`config.mk`:
```
export PLATFORM = sky130hd
export DESIGN_NAME = mnw_queue
export DESIGN_NICKNAME = d
export VERILOG_FILES = /design/src/design/mnw_pkg.sv /design/src/design/mnw_queue.sv
export SDC_FILE = /design/constraint.sdc
export NUM_CORES = 1
export LEC_CHECK = 0
export CAP_MARGIN = 0
export CELL_PAD_IN_SITES_DETAIL_PLACEMENT = 2
export CELL_PAD_IN_SITES_GLOBAL_PLACEMENT = 2
export CORE_UTILIZATION = 40
export DETAILED_ROUTE_END_ITERATION = 8
export DONT_BUFFER_PORTS = 1
export PLACE_DENSITY = 0.68
export SLEW_MARGIN = 25
export SYNTH_ARGS = -nofsm -noshare
export SYNTH_HDL_FRONTEND = slang
export SYNTH_SLANG_ARGS = --single-unit
```
`constraint.sdc`:
```
create_clock -name clk -period 2.6 [get_ports clk]
set_input_delay 0.13 -clock clk [delete_from_list [all_inputs] [get_ports clk]]
set_output_delay 0.13 -clock clk [all_outputs]
set_load 0.005 [all_outputs]
```
`src/design/mnw_pkg.sv`:
```
// Shared types and constants for the mapped neighbourhood whitening block.
// Used by the front pipeline, the job queue, the write sequencer and the top level.
package mnw_pkg;

    // Configuration register indexes
    localparam logic [2:0] CFG_X_FROM_X = 3'd0;
    localparam logic [2:0] CFG_X_FROM_Y = 3'd1;
    localparam logic [2:0] CFG_X_OFFSET = 3'd2;
    localparam logic [2:0] CFG_Y_FROM_X = 3'd3;
    localparam logic [2:0] CFG_Y_FROM_Y = 3'd4;
    localparam logic [2:0] CFG_Y_OFFSET = 3'd5;
    localparam logic [2:0] CFG_WIDTH    = 3'd6;
    localparam logic [2:0] CFG_HEIGHT   = 3'd7;

    localparam int GAIN_W    = 24;
    localparam int OFFSET_W  = 32;
    localparam int DIM_W     = 15;
    localparam int PIX_W     = 14;
    localparam int PROD_W    = 39;   // 24-bit gain times 15-bit signed pixel
    localparam int ACC_W     = 42;   // two products plus offset, exact
    localparam int MAP_W     = 27;   // rounded mapped coordinate
    localparam int SPAN_W    = 28;   // span bounds
    localparam int PITCH_W   = 13;   // row pitch in bytes, up to 4096
    localparam int BYTE_W    = 12;   // byte column, below the pitch
    localparam int OFF_W     = 25;   // byte offset into the image
    localparam int ROW_CNT_W = 4;    // rows minus one, neighbourhood up to 15
    localparam int QUEUE_DEPTH = 4;

    localparam logic [15:0] FIX_HALF = 16'd32768;
    localparam logic [ACC_W-1:0] FIX_ROUND_UP = ACC_W'(65535);

    typedef struct packed {
        logic signed [GAIN_W-1:0]   x_from_x;
        logic signed [GAIN_W-1:0]   x_from_y;
        logic signed [OFFSET_W-1:0] x_offset;
        logic signed [GAIN_W-1:0]   y_from_x;
        logic signed [GAIN_W-1:0]   y_from_y;
        logic signed [OFFSET_W-1:0] y_offset;
        logic [DIM_W-1:0]           image_width;
        logic [DIM_W-1:0]           image_height;
    } mnw_cfg_t;

    // One whitening job: a rectangle of byte writes
    typedef struct packed {
        logic [OFF_W-1:0]     base;        // offset of first row, byte column 0
        logic [BYTE_W-1:0]    byte_lo;
        logic [BYTE_W-1:0]    byte_hi;
        logic [7:0]           first_mask;  // applied at byte_lo
        logic [7:0]           end_mask;    // applied at byte_hi
        logic [ROW_CNT_W-1:0] rows;        // row count minus one
    } mnw_job_t;

endpackage

```
`src/design/mnw_queue.sv`:
```
// Short job queue between the front pipeline and the write sequencer.
// Depends on mnw_pkg for the job type and depth.
module mnw_queue (
    input  logic                clk,
    input  logic                rst_n,
    input  logic                push,
    input  mnw_pkg::mnw_job_t   push_job,
    input  logic                pop,
    output mnw_pkg::mnw_job_t   head_job,
    output logic                full,
    output logic                empty
);
    import mnw_pkg::*;

    localparam int PTR_W = $clog2(QUEUE_DEPTH);
    localparam int CNT_W = $clog2(QUEUE_DEPTH + 1);

    mnw_job_t         entry_reg [QUEUE_DEPTH];
    logic [PTR_W-1:0] wr_ptr_reg, rd_ptr_reg;
    logic [CNT_W-1:0] count_reg;

    assign full     = (count_reg == CNT_W'(QUEUE_DEPTH));
    assign empty    = (count_reg == '0);
    assign head_job = entry_reg[rd_ptr_reg];

    // Storage
    always_ff @(posedge clk)
    begin
        if (push)
            entry_reg[wr_ptr_reg] <= push_job;
    end

    // Pointers and fill count
    always_ff @(posedge clk or negedge rst_n)
    begin
        if (!rst_n)
        begin
            wr_ptr_reg <= '0;
            rd_ptr_reg <= '0;
            count_reg  <= '0;
        end
        else
        begin
            if (push)
                wr_ptr_reg <= (wr_ptr_reg == PTR_W'(QUEUE_DEPTH - 1)) ? '0 : wr_ptr_reg + 1'b1;
            if (pop)
                rd_ptr_reg <= (rd_ptr_reg == PTR_W'(QUEUE_DEPTH - 1)) ? '0 : rd_ptr_reg + 1'b1;
            if (push && !pop)
                count_reg <= count_reg + 1'b1;
            else if (pop && !push)
                count_reg <= count_reg - 1'b1;
        end
    end

endmodule

```
==> results of run 1 <==
## metal layers
metal	vias to the layer above	share of wire
met1	2429	0.39
li1	1920	-
met3	40	0.056
met5	-	0.00050
met2	129	0.53
met4	2	0.021
## final cells by class
type,count,area (sq um),area share
Sequential cell,283,8470,0.674
Multi-Input combinational cell,95,1790,0.142
Timing Repair Buffer,90,933,0.0743
Clock buffer,37,798,0.0635
Tap cell,330,413,0.0329
Clock inverter,19,148,0.0117
Inverter,4,15.0,0.00119
## how the worst max path moves through the flow
stage          slack (ns)     startpoint          endpoint  depth (start not counted)
6_report             0.25  rd_ptr_reg[0]      head_job[42]                          2
3_3_place_gp         0.76  rd_ptr_reg[0]      head_job[42]                          2
3_5_place_dp         0.75  wr_ptr_reg[0]  entry_reg[2][57]                          4
5_1_grt              0.10  rd_ptr_reg[0]      head_job[45]                          2
2_1_floorplan       0.003  wr_ptr_reg[0]   entry_reg[3][0]                          2
4_1_cts              0.17  rd_ptr_reg[0]      head_job[45]                          2
## logic make-up (layout without fill, tap and decap cells)
kind of cell / Yosys count / after routing / share of synthesized area
XOR/XNOR: 3 / 3 / 0.00252
flip-flops: 283 / 283 / 0.810
multiplexers: 72 / 72 / 0.152
adder cells (fa/ha/maj): 7 / 7 / 0.00910
AND/OR/NAND/NOR: 11 / 11 / 0.00539
buffers and inverters: 20 / 150 / 0.0196
AO/OA/AOI/OAI: 2 / 2 / 0.000958
## timing repair
action / CTS / global route
hold buffers: 73 / 0
endpoints found under the hold margin: 290 / 0
setup endpoints to repair: 0 / 0
## worst max-delay path: stages (launching register included)
cell	delay [ns]
dfrtp_4	0.82
buf_12	0.26
mux4_2	0.57
## synth_stat cells
| library cell | number |
|---|---|
| nand2_1 | 2 |
| buf_6 | 1 |
| fa_1 | 1 |
| dfrtp_1 | 7 |
| mux4_2 | 68 |
| buf_12 | 7 |
| and2_1 | 4 |
| mux4_1 | 1 |
| ha_1 | 6 |
| nor3b_1 | 1 |
| mux2_2 | 3 |
| xor2_1 | 2 |
| clkbuf_1 | 1 |
| nor3_1 | 1 |
| inv_1 | 4 |
| xnor2_1 | 1 |
| buf_2 | 7 |
| o21ai_0 | 2 |
| edfxtp_1 | 276 |
| nor2_1 | 3 |
## metrics by stage
step	setup slack (ns)	util	instance area (sq um)
floorplan	0.00277	-	10500
global placement	0.758	0.429	10900
detailed placement	0.749	0.429	10900
CTS	0.171	0.495	12600
global route	0.101	0.495	12600
finish	0.253	0.495	12600
## power by group
| part | internal [uW] | leakage (uW) | switching [uW] | total [uW] |
|---|---|---|---|---|
| sequential | 5860 | 0.00262 | 525 | 6380 |
| clock | 2370 | 0.000460 | 1730 | 4100 |
| combinational | 1470 | 0.000981 | 1480 | 2950 |
| total | 9700 | 0.00406 | 3730 | 13400 |
## cells in the final DEF (no fill, tap or decap)
cell type	netlist	routed
clkinv_2	0	4
buf_12	7	6
inv_1	4	4
clkbuf_16	0	31
nor2_1	3	3
and2_4	0	4
nor3b_1	1	1
inv_6	0	1
clkinvlp_4	0	1
mux2_2	3	3
o21ai_0	2	2
dfrtp_1	7	5
nor3_1	1	1
edfxtp_1	276	276
fa_1	1	1
dlygate4sd3_1	0	73
ha_1	6	6
clkbuf_1	1	6
mux4_2	68	68
clkinv_1	0	9
bufinv_16	0	2
xnor2_1	1	1
xor2_1	2	2
nand2_1	2	2
clkinv_4	0	2
buf_4	0	11
mux4_1	1	1
dfrtp_4	0	2
==> run summary, run 1 <==
Once placement completed, the tool counted placed cells totaling 729. For the detailed-routing iteration count for the pre-antenna-repair pass, the log shows 6. The global routing stage identified its most utilized layer as met2. The synthesis-to-layout area growth works out to 20.3%. The worst register-to-register path ends at entry_reg[2][63]. Reg-to-reg critical path startpoint: wr_ptr_reg[0]. The number of ports placed on the die boundary was 144.

Total number of placement rows: 58. The power density over the cells came out at 1070 nW/um^2. Entering global routing, the biggest net connects 46 pins. The critical path is of the reg2out type. The number of nets handed over by synthesis was 478.

The wire-length estimate of the detail-placed layout is 15100 um. The fraction of the cycle the final worst path needs is 0.903. The run gives 0.426 GHz as the fmax. In this run the remaining antenna-violating nets after routing total 0. The tools report the mapped cell area as 10400 sq um.

The top cell type by total area after synthesis was edfxtp_1. The routed design has 24000 um of wire. Final hold analysis gives a worst-case slack of 0.0492 ns.

The overall die width is 164 um. The maximum clock insertion buffer count is 3. The final route contains 4520 vias. The slew at the pin with the worst max-slew slack works out to 0.725 ns. The analysis attributes to cell leakage a power of 0.00406 uW. Measured in cells, the most critical reg-to-reg path has a length of 4.

The tools report the maximum ir drop on the vdd rail as 0.620 mV. Yosys attributes the largest share of cell area to edfxtp_1, mux4_2, dfrtp_1. The count of nets after finishing was 584. Setup violations remaining at the end of the flow were counted as 0. Averaged over all synthesized cells, the footprint is 26.3 sq um. After global routing the overflow that remains totals 0. The filler cell count in the final layout came out at 2166. The path class of the lowest-slack min-delay path was in2reg.

After clock tree synthesis, the clock-pin slew on the worst setup and hold paths is 0.06 ns. Sequential cell area fraction in the yosys report: 0.810. Subtracting the final worst setup slack from the clock period gives 2.35 ns.

The tree built by TritonCTS fans out to 283 sinks. The register with the most flip-flops in the layout has 276 of them. The tools report the number of unique standard cell types used by synthesis as 20.

For this run, the number of Yosys warnings is 0. The largest driver fanout on the critical path was 25. For the final database, setup skew stands at 0.0121 ns. Total power for the finished layout comes to 13400 uW. At the worst endpoint, the required time is 2.47 ns. TritonCTS built the clock tree. Number of gates resized after cts: 0.

The core region is 25400 sq um. The tools report the max-capacitance violation count as 0. The run finished with clean final reports.

After detailed routing, the number of vias per cell comes to 5.27. Number of remaining DRC errors: 0. Post-CTS timing repair inserted 0 buffers for setup. The tools report the critical path startpoint category as a flop. In this run the most critical hold path is launched from push. Summed over all failing endpoints, the final setup total negative slack is 0 ns. The tools report the type of destination of the critical path as an output port. Initial antenna violation count: 1. The total routing resource utilization after global routing was 0.185; the number of endpoints with negative hold slack in the final report was 0. The final RePlAce weighted congestion came out at 0.694.

The max-slew violation count is 0, and the number of cells traversed by the worst hold path is 1. Met1 layer usage reported by global route: 0.225. The met3 routing resource usage after global routing came out at 0.0391.

The cell at the root of the clock tree was clkbuf_16. The logs give 5221 for the number of global-route vias before repair and 0.79 ns for the register-to-register setup slack. The y dimension of the die was 164 um; the total CTS buffers was 30. The DRC marker count from the first detailed-route iteration was 356; the data arrival time of the critical path was 2.22 ns. The first-pass GRT wire length was 35300 um. The fraction of met2 tracks used by global routing is 0.330, and the die area is 26800 sq um. Share of post-route cells with drive strength above 1: 0.256.

Cell count after synthesis: 398. The initial core utilization is 0.411, and the mean routed wirelength per cell is 28.0 um. The tools report the depth of the CTS H-tree as 1.

The path with the worst hold slack has its endpoint at entry_reg[0][62]. Setup repair after global routing left no endpoint under its margin. For the count of non-filler cells in the finished layout, the log shows 858. Fraction of post-synthesis cell area in the top cell type by area: 0.793. The number of buffers inserted by port buffering was 0.

The logs give 0 for the final antenna diode count and 0.55 ns for the clock latency on the worst-skew pair. The run gives 0.517 as the relative slew slack. Flip-flop and latch count after synthesis: 283.
Note: power is estimated with default switching activity, not from simulation.
==> inputs of run 2 (changes only) <==
--- a/config.mk
+++ b/config.mk
@@ -5,13 +5,14 @@
 export SDC_FILE = /design/constraint.sdc
 export NUM_CORES = 1
 export LEC_CHECK = 0
+export ABC_AREA = 1
 export CAP_MARGIN = 0
 export CELL_PAD_IN_SITES_DETAIL_PLACEMENT = 2
 export CELL_PAD_IN_SITES_GLOBAL_PLACEMENT = 2
-export CORE_UTILIZATION = 40
+export CORE_UTILIZATION = 39
 export DETAILED_ROUTE_END_ITERATION = 8
 export DONT_BUFFER_PORTS = 1
-export PLACE_DENSITY = 0.68
+export PLACE_DENSITY = 0.75
 export SLEW_MARGIN = 25
 export SYNTH_ARGS = -nofsm -noshare
 export SYNTH_HDL_FRONTEND = slang
==> run summary, run 2 <==
In the routed layout, each cell is associated on average with a via count of 5.08. Dividing total power by cell area gives a power density of 1040 nW/um^2. The DRC marker count from the first detailed-route iteration was 268. The most instantiated flip-flop cell in the synthesis netlist was edfxtp_1. The first global-routing pass estimated 44200 um of wire. For the number of endpoints with negative hold slack in the final report, the log shows 0. The number of gates resized after cts was 0. Static timing analysis puts the maximum clock frequency at 0.431 GHz.

Number of nets in the synthesized netlist: 937. The largest driver fanout on the critical path is 70, and the count of flip-flops with a built-in enable after synthesis is 276. The library cells used most frequently in the layout, excluding fill and tap cells, are edfxtp_1, nand2_1, inv_1. Overall power consumption after layout is estimated at 14000 uW. The Yosys step of the flow raised 0 warnings.

Detailed routing placed a total of 1480 um of wire on met3. The mapped cell area is 11300 sq um. IR analysis of the VDD net gives a maximum drop of 0.499 mV. STA classifies the critical path startpoint as a flop.

The die is 172 um wide. A synthesized cell averages 13.2 sq um. The antenna violation net count after detailed routing was 0; the flip-flop and latch count after synthesis was 283. The biggest area contributor in the post-synthesis netlist is edfxtp_1. The data arrival time of the critical path was 2.19 ns.

The max-capacitance violation count is 0. Path class of the lowest-slack min-delay path: in2reg. Setup violations remaining at the end of the flow were counted as 0.

The detailed-route wire length is 28600 um, and the standby leakage power is 0.00518 uW. The number of buffers inserted by port buffering is 0, and the sequential cell area fraction in the yosys report is 0.750. The clock latency on the worst-skew pair is 0.55 ns, and the final RePlAce weighted congestion is 0.691. The register with the most flip-flops in the layout has 276 of them. After global routing the overflow that remains totals 0. The post-DP HPWL is 17400 um, and the number of global-route vias before repair is 7779.

The fraction of the cycle the final worst path needs was 0.893; the number of unique standard cell types used by synthesis was 18. The largest net degree at the start of global routing is 83, and the synthesis-to-layout area growth is 19.1%. Count of nets after finishing: 1015. In the final routing, the length of wire on met1 measures 11400 um. The depth of the CTS H-tree is 1. After detailed routing, no signal wire sits above met4. Setup repair after global routing left no endpoint under its margin. For the die area, the log shows 29600 sq um.

The logs give 1 for the initial antenna violation count and 283 for the clock sink count. The tools report the cell at the root of the clock tree as clkbuf_16. The run finished with clean final reports. Clock-pin slew was measured on the worst setup and hold paths at 0.06 ns. STA classifies the critical path endpoint as an output port.

The tools report the number of ports placed on the die boundary as 144. Share of post-route cells with drive strength above 1: 0.0688. On the final layout, the worst clock skew is 0.00955 ns.

The maximum clock insertion buffer count is 3, and the slew at the pin with the worst max-slew slack is 0.952 ns. For the vias after detailed routing, the log shows 6806. The tools report the total routing resource utilization after global routing as 0.198. Synthesis produced 857 cells. The logs give 31 for the total CTS buffers and 4 for the detailed-routing iteration count for the pre-antenna-repair pass. The data required time at the worst endpoint came out at 2.47 ns. The commonest non-fill, non-tap cell in the layout is edfxtp_1.

Yosys attributes the largest share of cell area to edfxtp_1, o211ai_1, nand2_1. Measured along the y axis, the die boundary spans 172 um. After detailed routing, the average wire length per cell comes to 21.4 um. The proportion of register bits with asynchronous set or reset after synthesis works out to 0.0247.

edfxtp_1 is the most common cell in the netlist. The relative slew slack was 0.366; the shortest period the worst path allows was 2.32 ns. The floorplan has 61 rows. The tools report the amount of wire on met2 after detailed routing as 15400 um. The fraction of post-synthesis cell area in the top cell type by area is 0.734, and the standard cell core area is 28200 sq um. By count the netlist is led by edfxtp_1, nand2_1, inv_1. Number of remaining DRC errors: 0. The critical path start-end classification was reg2out. The tools report the max-slew violation count as 0. The initial core utilization is 0.401, and the accumulated negative setup slack is 0 ns. TritonCTS built the clock tree.
run 2: cell count changes after synthesis, moves of 2 or more:
| cell | before | now |
|---|---|---|
| and2_1 | 4 | 0 |
| buf_12 | 7 | 0 |
| buf_2 | 7 | 31 |
| buf_4 | 0 | 2 |
| buf_6 | 1 | 3 |
| clkbuf_1 | 1 | 9 |
| inv_1 | 4 | 149 |
| inv_2 | 0 | 2 |
| mux2_2 | 3 | 0 |
| mux4_2 | 68 | 0 |
| nand2_1 | 2 | 222 |
| o211ai_1 | 0 | 138 |
| o21ai_0 | 2 | 4 |
| xor2_1 | 2 | 0 |
run 2: area by class of cell:
cell class | count | area, sq um
well taps | 378 | 473
clock inverters | 24 | 188
diodes | 1 | 2.50
clock buffers | 34 | 787
flip-flops and latches | 283 | 8460
fillers | 2704 | 14700
repair buffers | 90 | 933
inverters | 151 | 579
multi-input cells | 378 | 2020
run 2: worst paths after layout:
| path | slack (ns) | end | depth (start not counted) | startpoint |
|---|---|---|---|---|
| worst min-delay path | 0.09 | entry_reg[1][45] | 2 | push |
| worst max-delay path | 0.28 | head_job[19] | 3 | rd_ptr_reg[1] |
| worst max register to register | 0.73 | entry_reg[0][14] | 5 | wr_ptr_reg[0] |
| max in group asynchronous | 1.87 | rd_ptr_reg[1] | 2 | rst_n |
| worst min register to register | 0.52 | count_reg[2] | 2 | count_reg[2] |
| min in group asynchronous | 0.45 | count_reg[0] | 2 | rst_n |
run 2: cells by family (layout without fill, tap and decap cells):
| group | Yosys count | after routing | share of synthesized area |
|---|---|---|---|
| AOI/OAI and AO/OA | 142 | 142 | 0.0935 |
| DFF | 283 | 283 | 0.750 |
| other | 0 | 1 | 0 |
| buffers and inverters | 196 | 299 | 0.0713 |
| xor gates and xnor gates | 1 | 1 | 0.000776 |
| adders and majority gates | 7 | 7 | 0.00842 |
| and+or+nand+nor | 228 | 228 | 0.0764 |
run 2: repair_timing:
item / in CTS / in global routing
hold endpoints to repair: 290 / 0
hold buffers: 73 / 0
setup buffers: 0 / 0
run 2: power by group:
group	leakage, uW	switching (uW)	total (uW)	internal (uW)
Sequential	0.00262	235	6090	5850
Combinational	0.00208	2700	3760	1050
Clock	0.000473	1720	4180	2460
Total	0.00518	4660	14000	9370
run 2: worst max-delay path, cell delays in order (launching register included):
cell and delay (ns):
dfrtp_2 0.37, buf_4 0.75, o211ai_1 0.32, nand2_1 0.18
run 2: stage by stage:
step / util / instance area [sq um] / hold slack, ns / setup slack, ns / cells
final: 0.478 / 13400 / 0.0899 / 0.279 / 1339
after global routing: 0.478 / 13400 / 0.107 / 0.148 / 1339
after CTS: 0.477 / 13400 / 0.0894 / 0.217 / 1338
after detailed placement: 0.417 / 11700 / -0.165 / 0.678 / 1207
after global placement: 0.417 / 11700 / -0.165 / 0.702 / 1207
after floorplan: - / 11300 / -0.166 / 0.177 / 857
run 2: per-layer routing:
layer  global-route usage  vias to the layer above
met5                    0                        -
met4               0.0419                        0
met3               0.0398                       39
met2                0.369                      141
met1                0.234                     3473
li1                     -                     3153
