`src/design/mnw_pkg.sv`:
```
// Shared types and constants for the mapped neighbourhood whitening block.
// Used by the front pipeline, the job queue, the write sequencer and the top level.
package mnw_pkg;

    // Configuration register indexes
    localparam logic [2:0] CFG_X_FROM_X = 3'd0;
    localparam logic [2:0] CFG_X_FROM_Y = 3'd1;
    localparam logic [2:0] CFG_X_OFFSET = 3'd2;
    localparam logic [2:0] CFG_Y_FROM_X = 3'd3;
    localparam logic [2:0] CFG_Y_FROM_Y = 3'd4;
    localparam logic [2:0] CFG_Y_OFFSET = 3'd5;
    localparam logic [2:0] CFG_WIDTH    = 3'd6;
    localparam logic [2:0] CFG_HEIGHT   = 3'd7;

    localparam int GAIN_W    = 24;
    localparam int OFFSET_W  = 32;
    localparam int DIM_W     = 15;
    localparam int PIX_W     = 14;
    localparam int PROD_W    = 39;   // 24-bit gain times 15-bit signed pixel
    localparam int ACC_W     = 42;   // two products plus offset, exact
    localparam int MAP_W     = 27;   // rounded mapped coordinate
    localparam int SPAN_W    = 28;   // span bounds
    localparam int PITCH_W   = 13;   // row pitch in bytes, up to 4096
    localparam int BYTE_W    = 12;   // byte column, below the pitch
    localparam int OFF_W     = 25;   // byte offset into the image
    localparam int ROW_CNT_W = 4;    // rows minus one, neighbourhood up to 15
    localparam int QUEUE_DEPTH = 4;

    localparam logic [15:0] FIX_HALF = 16'd32768;
    localparam logic [ACC_W-1:0] FIX_ROUND_UP = ACC_W'(65535);

    typedef struct packed {
        logic signed [GAIN_W-1:0]   x_from_x;
        logic signed [GAIN_W-1:0]   x_from_y;
        logic signed [OFFSET_W-1:0] x_offset;
        logic signed [GAIN_W-1:0]   y_from_x;
        logic signed [GAIN_W-1:0]   y_from_y;
        logic signed [OFFSET_W-1:0] y_offset;
        logic [DIM_W-1:0]           image_width;
        logic [DIM_W-1:0]           image_height;
    } mnw_cfg_t;

    // One whitening job: a rectangle of byte writes
    typedef struct packed {
        logic [OFF_W-1:0]     base;        // offset of first row, byte column 0
        logic [BYTE_W-1:0]    byte_lo;
        logic [BYTE_W-1:0]    byte_hi;
        logic [7:0]           first_mask;  // applied at byte_lo
        logic [7:0]           end_mask;    // applied at byte_hi
        logic [ROW_CNT_W-1:0] rows;        // row count minus one
    } mnw_job_t;

endpackage

```
`src/design/mnw_back.sv`:
```
// Write sequencer: walks a job row by row, byte by byte, one write per cycle unless out_ready stalls it.
// Depends on mnw_pkg; reads jobs from mnw_queue and drives the output register.
module mnw_back (
    input  logic                        clk,
    input  logic                        rst_n,
    input  mnw_pkg::mnw_job_t           head_job,
    input  logic                        q_empty,
    output logic                        pop,
    input  logic [mnw_pkg::PITCH_W-1:0] pitch,
    output logic                        out_valid,
    input  logic                        out_ready,
    output logic [24:0]                 byte_offset,
    output logic [7:0]                  or_mask,
    output logic                        last_write
);
    import mnw_pkg::*;

    mnw_job_t             job_reg;
    logic                 active_reg;
    logic [BYTE_W-1:0]    bx_reg;
    logic [ROW_CNT_W-1:0] rows_left_reg;
    logic [OFF_W-1:0]     base_reg;
    logic                 out_valid_reg;
    logic [OFF_W-1:0]     offset_reg;
    logic [7:0]           mask_reg;
    logic                 last_reg;

    logic       adv, emit, row_end, is_last;
    logic [7:0] mask_next;

    assign adv     = !out_valid_reg || out_ready;
    assign emit    = active_reg && adv;
    assign row_end = (bx_reg == job_reg.byte_hi);
    assign is_last = row_end && (rows_left_reg == '0);
    assign pop     = (!active_reg || (emit && is_last)) && !q_empty;

    // Edge masks at the first and last byte of each row
    always_comb
    begin
        mask_next = 8'hFF;
        if (bx_reg == job_reg.byte_lo)
            mask_next = mask_next & job_reg.first_mask;
        if (row_end)
            mask_next = mask_next & job_reg.end_mask;
    end

    // Sequencer control
    always_ff @(posedge clk or negedge rst_n)
    begin
        if (!rst_n)
            active_reg <= 1'b0;
        else if (pop)
            active_reg <= 1'b1;
        else if (emit && is_last)
            active_reg <= 1'b0;
    end

    // Job walk
    always_ff @(posedge clk)
    begin
        if (pop)
        begin
            job_reg       <= head_job;
            bx_reg        <= head_job.byte_lo;
            rows_left_reg <= head_job.rows;
            base_reg      <= head_job.base;
        end
        else if (emit)
        begin
            if (row_end)
            begin
                bx_reg        <= job_reg.byte_lo;
                rows_left_reg <= rows_left_reg - 1'b1;
                base_reg      <= base_reg - OFF_W'(pitch);
            end
            else
                bx_reg <= bx_reg + 1'b1;
        end
    end

    // Output register
    always_ff @(posedge clk or negedge rst_n)
    begin
        if (!rst_n)
            out_valid_reg <= 1'b0;
        else if (adv)
            out_valid_reg <= active_reg;
    end

    always_ff @(posedge clk)
    begin
        if (emit)
        begin
            offset_reg <= base_reg + OFF_W'(bx_reg);
            mask_reg   <= mask_next;
            last_reg   <= is_last;
        end
    end

    assign out_valid   = out_valid_reg;
    assign byte_offset = offset_reg;
    assign or_mask     = mask_reg;
    assign last_write  = last_reg;

endmodule

```
`config.mk`:
```
export PLATFORM = sky130hd
export DESIGN_NAME = mnw_back
export DESIGN_NICKNAME = d
export VERILOG_FILES = /design/src/design/mnw_pkg.sv /design/src/design/mnw_back.sv
export SDC_FILE = /design/constraint.sdc
export NUM_CORES = 1
export LEC_CHECK = 0
export BUFFER_PORTS_ARGS = -buffer_cell sky130_fd_sc_hd__buf_2
export CORE_ASPECT_RATIO = 0.75
export CORE_MARGIN = 2
export CORE_UTILIZATION = 45
export DETAILED_ROUTE_END_ITERATION = 6
export GPL_TIMING_DRIVEN = 1
export PLACE_DENSITY = 0.67
export SLEW_MARGIN = 10
export SYNTH_ARGS = -nofsm -noshare
export SYNTH_HDL_FRONTEND = slang
export SYNTH_SLANG_ARGS = --single-unit
```
`constraint.sdc`:
```
create_clock -name clk -period 5.1 [get_ports clk]
set_input_delay 1.02 -clock clk [delete_from_list [all_inputs] [get_ports clk]]
set_output_delay 1.02 -clock clk [all_outputs]
set_load 0.01 [all_outputs]
```
==> impl_metrics.env, run 1 <==
export IMPL_core_area_sq_mm=0.01380
export IMPL_postCtsSetupRepairBufs=0
export IMPL_syn_inst=562
export IMPL_synth_commonest_cells="edfxtp_1 (115), nor2_1 (50), nand2_1 (49)"
export IMPL_slowest_delay_ns=0.76
export IMPL_die_area_sq_mm=0.01519
export IMPL_clock_fmax_mhz=283.8
export IMPL_grt_pass1_wl_mm=23.26
export IMPL_yosys_top_cells_area="edfxtp_1 (54%), xnor2_1 (6.4%), ha_1 (5.5%), xor2_1 (3.4%), o21ai_0 (3.1%)"
export IMPL_synth_warnings=0
export IMPL_die_w_um=141.7
export IMPL_synth_cell_area_sq_mm=0.006396
export IMPL_post_drt_wl_per_cell_um=16.82
export IMPL_cts_resized=0
export IMPL_cp_arrival_ns=3.79
export IMPL_synth_avg_cell_area_sq_um=11.38
export IMPL_syn_nets=678
export IMPL_fin_skew_ns=0.006128
export IMPL_grt_setup_unrepaired="no"
export IMPL_cts_num_sinks=117
export IMPL_worstPathBufferInverterCount=3
export IMPL_worst_pin_slew_ns=1.181
export IMPL_holdCritPathClass="in -> async"
export IMPL_cp_num_cells=9
export IMPL_hold_viol=0
export IMPL_dpl_hpwl_mm=10.48
export IMPL_area_growth_pct=21.22
export IMPL_cp_endpoint="base_reg[21]"
export IMPL_via_count=4720
export IMPL_p_total_mw=2.625
export IMPL_status="completed"
export IMPL_fin_crit_sh=0.6910
export IMPL_grt_max_degree=84
export IMPL_cp_data_required_time_ns=5.37
export IMPL_nFillCells=1180
export IMPL_slew_headroom=0.2044
export IMPL_cts_root_buf="clkbuf_16"
export IMPL_setup_viol_count_final=0
export IMPL_timing_rr_end="base_reg[21]"
export IMPL_dpl_cell_area_sq_mm=0.007114
export IMPL_maxCapViolations=0
export IMPL_synthFlopType="edfxtp_1"
export IMPL_antenna_found_initial=1
export IMPL_first_iter_violations=444
export IMPL_clkSlewWorstSetupHoldPaths_ns=0.05
export IMPL_synth_top_area_share=0.5399
export IMPL_seq_area_frac_synth=0.5477
export IMPL_peakVddDrop_v=0.0003199
export IMPL_drtPass1Iterations=5
export IMPL_final_max_slew_violation_count=0
export IMPL_stdcell_area_sq_mm=0.007754
export IMPL_r2r_cells=7
export IMPL_grt_pass1_vias=4682
export IMPL_start_util=0.4636
export IMPL_worstSetupEndpointType="flop"
export IMPL_synth_edf_count=115
export IMPL_crit_type="in -> reg"
export IMPL_htree_levels=4
export IMPL_wirelength_mm=14.68
export IMPL_largest_reg_flops=40
export IMPL_drtAntennaViolNets=0
export IMPL_crit_path_start="pitch[6]"
export IMPL_die_h_um=107.3
export IMPL_via_per_inst=5.407
export IMPL_synth_cell_types=56
export IMPL_regToRegStartpoint="base_reg[6]"
export IMPL_cts_tree="done"
export IMPL_period_needed_ns=3.524
export IMPL_yosys_register_bits=117
export IMPL_clk_latency_ns=0.42
export IMPL_drcViolationCount=0
export IMPL_nNetsFinal=800
export IMPL_synth_area_leader_cell="edfxtp_1"
export IMPL_num_rows=37
export IMPL_synth_most_common_cell="edfxtp_1"
export IMPL_drive_gt1_frac=0.2482
export IMPL_setup_tns_ns=0
export IMPL_gp_congestion=0.8471
export IMPL_async_flop_share=0.01709
export IMPL_crit_chain="buf_2, inv_1, ha_1, a2111oi_0, inv_1, o21ai_0, o21ai_0, or4_2, a31oi_1"
export IMPL_cts_made_buffers=17
export IMPL_startpoint_type="primary input"
export IMPL_track_usage=0.2002
export IMPL_p_leak_nw=2.972
export IMPL_cp_max_fo=12
export IMPL_power_per_cell_area_mw_per_mm2=338.6
export IMPL_reg2reg_slack_ns=1.88
export IMPL_io_buffers=121
export IMPL_grt_ovfl_total=0
export IMPL_ios=122
export IMPL_cts_hold_buf=0
export IMPL_clk_path_buf_depth=2
export IMPL_crit_slowest_cell="or4_2"
export IMPL_critPathTopFamily="compound AO/OA/AOI/OAI gates"
power breakdown:
group | leakage (nW) | internal [mW] | switching [mW] | total, mW
clock | 0.298 | 0.859 | 0.435 | 1.29
sequential | 1.06 | 1.09 | 0.0263 | 1.11
combinational | 1.61 | 0.102 | 0.115 | 0.218
routing by layer:
layer,up-vias,GRT usage,share of wire
met5,-,0,0
met4,0,0.08214,0.021
met3,27,0.04982,0.060
met2,169,0.3100,0.45
met1,2226,0.2711,0.47
li1,2298,-,-
final cells by class:
type                            instances  area [sq um]  share of cell area
Timing Repair Buffer                  126         643.1             0.08294
Sequential cell                       117          3503              0.4518
Multi-Input combinational cell        396          2651              0.3419
Clock inverter                         15         211.5             0.02727
Tap cell                              175         219.0             0.02824
Inverter                               26         97.59             0.01259
Antenna cell                            1         2.502           0.0003227
Clock buffer                           17         425.4             0.05487
how the worst min path moves through the flow:
stage | from | to
2_1_floorplan | active_reg | out_valid
3_3_place_gp | active_reg | out_valid
3_5_place_dp | job_reg[12] | or_mask[0]
4_1_cts | rst_n | out_valid
5_1_grt | rst_n | out_valid
6_report | rst_n | out_valid
cell families after synthesis:
group           Yosys count  synth area share
buf+inv                  49           0.03951
flops                   117            0.5477
compound gates          125            0.1240
fa+ha+maj                30           0.06103
simple gates            164            0.1213
mux                       5          0.007825
xor+xnor                 72           0.09859
placed cells by master (no fill, tap or decap), drive strengths merged, types with 7 or more instances in the layout:
cell      n
xnor2    47
o22a      9
xor2     25
a211oi    7
nand2    49
inv      26
nand3    15
o21ai    40
ha       28
nor4      8
a21oi    30
nor2     50
edfxtp  115
buf     126
nand2b    8
clkbuf   17
stage by stage:
step | worst slack, ns | cells | hold slack (ns) | util
2_1_floorplan | 1.039 | 562 | 0.4797 | -
3_3_place_gp | 1.319 | 840 | 0.4978 | 0.5157
3_5_place_dp | 1.225 | 840 | 0.5172 | 0.5157
4_1_cts | 1.649 | 872 | 0.3616 | 0.5619
5_1_grt | 1.416 | 873 | 0.3702 | 0.5620
6_report | 1.576 | 873 | 0.3777 | 0.5620
worst register-to-register path, delay by kind of cell, from the launching register on:
family,cells,cell delay [ns]
adder cells (fa/ha/maj),1,0.37
AO/OA/AOI/OAI,4,1.45
buffers and inverters,1,0.09
AND/OR/NAND/NOR,1,0.76
flip-flops,1,0.41
Power figures use the tool's default switching activity.
==> inputs of run 2 (changes only) <==
==> constraint.sdc (replaced) <==
create_clock -name clk -period 3.52 [get_ports clk]
set_input_delay 0.704 -clock clk [delete_from_list [all_inputs] [get_ports clk]]
set_output_delay 0.704 -clock clk [all_outputs]
set_load 0.01 [all_outputs]
==> impl_metrics.env, run 2 (synthesized netlist as in run 1, its figures left out) <==
export IMPL_grt_setup_unrepaired="no"
export IMPL_mostFrequentLayoutCell="buf_2"
export IMPL_via_count=4737
export IMPL_post_drt_wl_per_cell_um=16.98
export IMPL_drive_gt1_frac=0.2464
export IMPL_clock_fmax_mhz=334.4
export IMPL_via_per_inst=5.401
export IMPL_setup_viol_count_final=0
export IMPL_startpoint_type="flop"
export IMPL_crit_type="reg -> reg"
export IMPL_worst_pin_slew_ns=0.8993
export IMPL_final_cell_mix="buf_2 (121), edfxtp_1 (115), nor2_1 (50)"
export IMPL_grt_pass1_vias=4638
export IMPL_final_cells=877
export IMPL_postCtsSetupRepairBufs=0
export IMPL_die_h_um=107.3
export IMPL_fin_ws_ns=0.5293
export IMPL_num_rows=37
export IMPL_crit_path_start="base_reg[6]"
export IMPL_multi_input_area_sq_mm=0.002651
export IMPL_wirelength_mm=14.89
export IMPL_io_buffers=121
export IMPL_final_max_slew_violation_count=0
export IMPL_timing_rr_end="base_reg[21]"
export IMPL_grt_pass1_wl_mm=23.35
export IMPL_dp_cells=845
export IMPL_period_needed_ns=2.991
export IMPL_start_util=0.4636
export IMPL_worstSetupEndpointType="flop"
export IMPL_setup_tns_ns=0
export IMPL_status="completed"
export IMPL_seqCellArea_sq_mm=0.003503
export IMPL_p_leak_nw=2.999
export IMPL_r2r_cells=7
export IMPL_nFillCells=1199
export IMPL_cts_num_sinks=117
export IMPL_clk_latency_ns=0.42
export IMPL_gp_congestion=0.8755
export IMPL_track_usage=0.2047
export IMPL_power_per_cell_area_mw_per_mm2=486.6
export IMPL_drtAntennaViolNets=0
export IMPL_reg2reg_slack_ns=0.53
export IMPL_antenna_found_initial=0
export IMPL_nNetsFinal=805
export IMPL_core_area_sq_mm=0.01380
export IMPL_htree_levels=4
export IMPL_cts_root_buf="clkbuf_16"
export IMPL_peakVddDrop_v=0.0003628
export IMPL_first_iter_violations=406
export IMPL_drtPass1Iterations=5
export IMPL_cts_hold_buf=0
export IMPL_ios=122
export IMPL_cts_tree="done"
export IMPL_place_ws_ns=0.1616
export IMPL_antenna_cells=0
export IMPL_regToRegStartpoint="base_reg[6]"
export IMPL_cts_made_buffers=17
export IMPL_cp_max_fo=6
export IMPL_fin_crit_sh=0.8496
export IMPL_maxCapViolations=0
export IMPL_die_area_sq_mm=0.01519
export IMPL_dpl_hpwl_mm=10.79
export IMPL_holdCritPathClass="in -> async"
export IMPL_largest_reg_flops=40
export IMPL_cp_arrival_ns=3.26
export IMPL_fin_skew_ns=0.009808
export IMPL_clkSlewWorstSetupHoldPaths_ns=0.06
export IMPL_grt_max_degree=47
export IMPL_hold_viol=0
export IMPL_grt_ovfl_total=0
export IMPL_clk_path_buf_depth=2
export IMPL_cp_data_required_time_ns=3.78
export IMPL_die_w_um=141.7
export IMPL_area_growth_pct=21.52
export IMPL_drcViolationCount=0
export IMPL_slew_headroom=0.3953
export IMPL_cts_resized=0
-- run 2: cell types whose count changed in the layout (fill, tap and decap cells not counted), sizes merged --
cell	change
buf	+5
clkbuf	+3
clkinv	+1
clkinvlp	-4
diode	-1
-- run 2: layer usage --
layer	vias to the layer above	GRT usage	wire length (um)
li1	2312	-	-
met1	2264	0.2722	6856
met2	151	0.3249	6925
met3	10	0.05516	924
met4	0	0.07357	187
met5	-	0	0
-- run 2: area by class of cell --
| type | count | share of cell area |
|---|---|---|
| Clock inverter | 12 | 0.02366 |
| Sequential cell | 117 | 0.4507 |
| Clock buffer | 20 | 0.05618 |
| Inverter | 26 | 0.01256 |
| Timing Repair Buffer | 131 | 0.08757 |
| Tap cell | 175 | 0.02817 |
| Multi-Input combinational cell | 396 | 0.3411 |
-- run 2: worst max-delay path, cell delays in order (launching register included) --
cell       delay [ns]
edfxtp_1         0.41
ha_1             0.37
a2111oi_0        0.42
inv_1            0.10
o21ai_0          0.40
o21ai_0          0.29
or4_2            0.66
a31oi_1          0.18
-- run 2: power breakdown --
| part | internal [mW] | leakage (nW) | switching (mW) |
|---|---|---|---|
| clock network | 1.24 | 0.300 | 0.605 |
| registers | 1.58 | 1.06 | 0.0337 |
| logic | 0.152 | 1.64 | 0.173 |
| total | 2.97 | 3.00 | 0.812 |
-- run 2: worst max-delay path by stage --
stage / to / depth (start not counted)
2_1_floorplan: pop / 5
3_3_place_gp: base_reg[21] / 9
3_5_place_dp: base_reg[21] / 9
4_1_cts: byte_offset[16] / 8
5_1_grt: byte_offset[22] / 8
6_report: base_reg[21] / 7
-- run 2: metrics by stage --
| stage | hold WS [ns] | util | instance area [sq um] | total power, mW |
|---|---|---|---|---|
| 4_1_cts | 0.05455 | 0.5634 | 7772 | 3.801 |
| 3_3_place_gp | 0.4887 | 0.5184 | 7152 | 1.947 |
| 3_5_place_dp | 0.4943 | 0.5184 | 7152 | 1.957 |
| 5_1_grt | 0.05488 | 0.5634 | 7772 | 3.900 |
| 6_report | 0.06525 | 0.5634 | 7772 | 3.782 |
| 2_1_floorplan | 0.4084 | - | 6396 | 1.829 |
==> inputs of run 3 (changes only) <==
--- a/config.mk
+++ b/config.mk
@@ -11,7 +11,7 @@
 export CORE_UTILIZATION = 45
 export DETAILED_ROUTE_END_ITERATION = 6
 export GPL_TIMING_DRIVEN = 1
-export PLACE_DENSITY = 0.67
+export PLACE_DENSITY = 0.7
 export SLEW_MARGIN = 10
 export SYNTH_ARGS = -nofsm -noshare
 export SYNTH_HDL_FRONTEND = slang
==> constraint.sdc (replaced) <==
create_clock -name clk -period 2.7 [get_ports clk]
set_input_delay 0.54 -clock clk [delete_from_list [all_inputs] [get_ports clk]]
set_output_delay 0.54 -clock clk [all_outputs]
set_load 0.01 [all_outputs]
==> impl_metrics.env, run 3 (synthesized netlist as in run 1, its figures left out) <==
export IMPL_io_buffers=121
export IMPL_largest_reg_flops=40
export IMPL_cp_max_fo=5
export IMPL_clk_latency_ns=0.41
export IMPL_crit_slowest_cell="edfxtp_1"
export IMPL_die_w_um=141.7
export IMPL_slew_headroom=0.6395
export IMPL_drtAntennaViolNets=0
export IMPL_cp_common_cell="buf_4"
export IMPL_ios=122
export IMPL_min_to="job_reg[13]"
export IMPL_fin_crit_sh=0.9506
export IMPL_place_ws_ns=-0.2039
export IMPL_setup_viol_count_final=0
export IMPL_drive_gt1_frac=0.3024
export IMPL_grt_ovfl_total=0
export IMPL_first_iter_violations=353
export IMPL_die_h_um=107.3
export IMPL_crit_chain="buf_4, ha_1, a211o_1, or2_2, o221a_2, a211oi_1, buf_4, nor2_1, xor2_1"
export IMPL_reg2reg_slack_ns=0.13
export IMPL_startpoint_type="flop"
export IMPL_grt_pass1_wl_mm=24.43
export IMPL_die_area_sq_mm=0.01519
export IMPL_grt_pass1_vias=4915
export IMPL_final_cell_mix="buf_2 (121), edfxtp_1 (115), nor2_1 (50)"
export IMPL_cts_num_sinks=117
export IMPL_core_area_sq_mm=0.01380
export IMPL_maxCapViolations=0
export IMPL_worstSetupEndpointType="flop"
export IMPL_fin_skew_ns=0.008272
export IMPL_timing_rr_end="byte_offset[23]"
export IMPL_drtPass1Iterations=5
export IMPL_final_max_slew_violation_count=0
export IMPL_clock_fmax_mhz=389.6
export IMPL_cts_root_buf="clkbuf_16"
export IMPL_cts_made_buffers=17
export IMPL_wirelength_mm=15.41
export IMPL_peakVddDrop_v=0.0005133
export IMPL_start_util=0.4636
export IMPL_post_drt_wl_per_cell_um=16.75
export IMPL_holdCritPathClass="in -> reg"
export IMPL_cp_arrival_ns=2.71
export IMPL_slowest_delay_ns=0.39
export IMPL_gp_congestion=0.8960
export IMPL_p_leak_nw=3.193
export IMPL_crit_type="reg -> reg"
export IMPL_mostFrequentLayoutCell="buf_2"
export IMPL_whs_path_depth=1
export IMPL_via_count=4930
export IMPL_cp_data_required_time_ns=2.85
export IMPL_grt_setup_unrepaired="no"
export IMPL_cts_tree="done"
export IMPL_regToRegStartpoint="base_reg[6]"
export IMPL_power_per_cell_area_mw_per_mm2=588.7
export IMPL_hold_slack_ns=0.3009
export IMPL_hold_viol=0
export IMPL_period_needed_ns=2.567
export IMPL_worst_pin_slew_ns=0.5407
export IMPL_r2r_cells=9
export IMPL_area_growth_pct=27.25
export IMPL_fin_ws_ns=0.1334
export IMPL_drcViolationCount=0
export IMPL_grt_max_degree=48
export IMPL_status="completed"
export IMPL_clkSlewWorstSetupHoldPaths_ns=0.06
export IMPL_track_usage=0.2107
export IMPL_num_rows=37
export IMPL_htree_levels=4
export IMPL_antenna_found_initial=1
export IMPL_hp_start="head_job[13]"
export IMPL_clk_path_buf_depth=2
export IMPL_nNetsFinal=847
export IMPL_via_per_inst=5.359
export IMPL_dpl_hpwl_mm=11.35
## run 3: cell count changes in the layout (fill, tap and decap cells not counted), sizes merged
| cell | delta |
|---|---|
| clkinvlp | +6 |
| clkinv | -3 |
| inv | +3 |
| clkbuf | -3 |
| diode | +1 |
| dlygate4sd3 | +1 |
| bufinv | -3 |
| buf | +41 |
## run 3: worst max-delay path by stage
stage / from / to / slack (ns) / depth (start not counted)
after floorplan: bx_reg[6] / base_reg[0] / 0.03 / 6
after global placement: pitch[6] / base_reg[15] / -0.13 / 12
after detailed placement: pitch[6] / base_reg[15] / -0.20 / 12
after CTS: base_reg[6] / base_reg[19] / 0.01 / 9
after global routing: bx_reg[10] / pop / 0.03 / 7
final: base_reg[6] / byte_offset[23] / 0.13 / 9
## run 3: stage by stage
step	instances	instance area, sq um	util	power (mW)	setup TNS [ns]
after floorplan	562	6401	-	2.385	0
after global placement	884	7482	0.5424	2.585	-0.5078
after detailed placement	884	7482	0.5424	2.602	-0.8878
after CTS	917	8082	0.5858	4.807	0
after global routing	920	8139	0.5900	4.970	0
final	920	8139	0.5900	4.791	0
## run 3: repair_timing
item,in CTS,in global routing
buffers inserted,0,2
endpoints found under the setup margin,2,12
resized for setup,2,8
hold buffers,1,0
hold endpoints to repair,2,0
pin swaps,0,1
## run 3: power by group
part	leakage (nW)	total, mW	internal [mW]	switching (mW)
logic	1.87	0.509	0.241	0.268
clock network	0.262	2.21	1.36	0.849
registers	1.06	2.07	2.05	0.0221
total	3.19	4.79	3.65	1.14
## run 3: layout make-up
type	count	area (sq um)
clock inverter	15	156.4
fill	1158	5657
inverter	26	97.59
timing repair buffer	173	1036
tap	175	219.0
antenna	1	2.502
multi-input combinational	396	2699
clock buffer	17	425.4
sequential	117	3503
## run 3: worst max-delay path: cells and delay by family, from the launching register on
family | cells | cell delay, ns
xor gates and xnor gates | 1 | 0.14
DFF | 1 | 0.39
AOI/OAI and AO/OA | 3 | 0.80
adders and majority gates | 1 | 0.32
buffers and inverters | 2 | 0.33
and+or+nand+nor | 2 | 0.32
## run 3: layer usage
layer / GRT usage / wire length, um / up-vias
li1: - / - / 2389
met1: 0.2792 / 6980 / 2349
met2: 0.3367 / 7155 / 165
met3: 0.05560 / 983 / 27
met4: 0.07571 / 289 / 0
met5: 0 / 0 / -
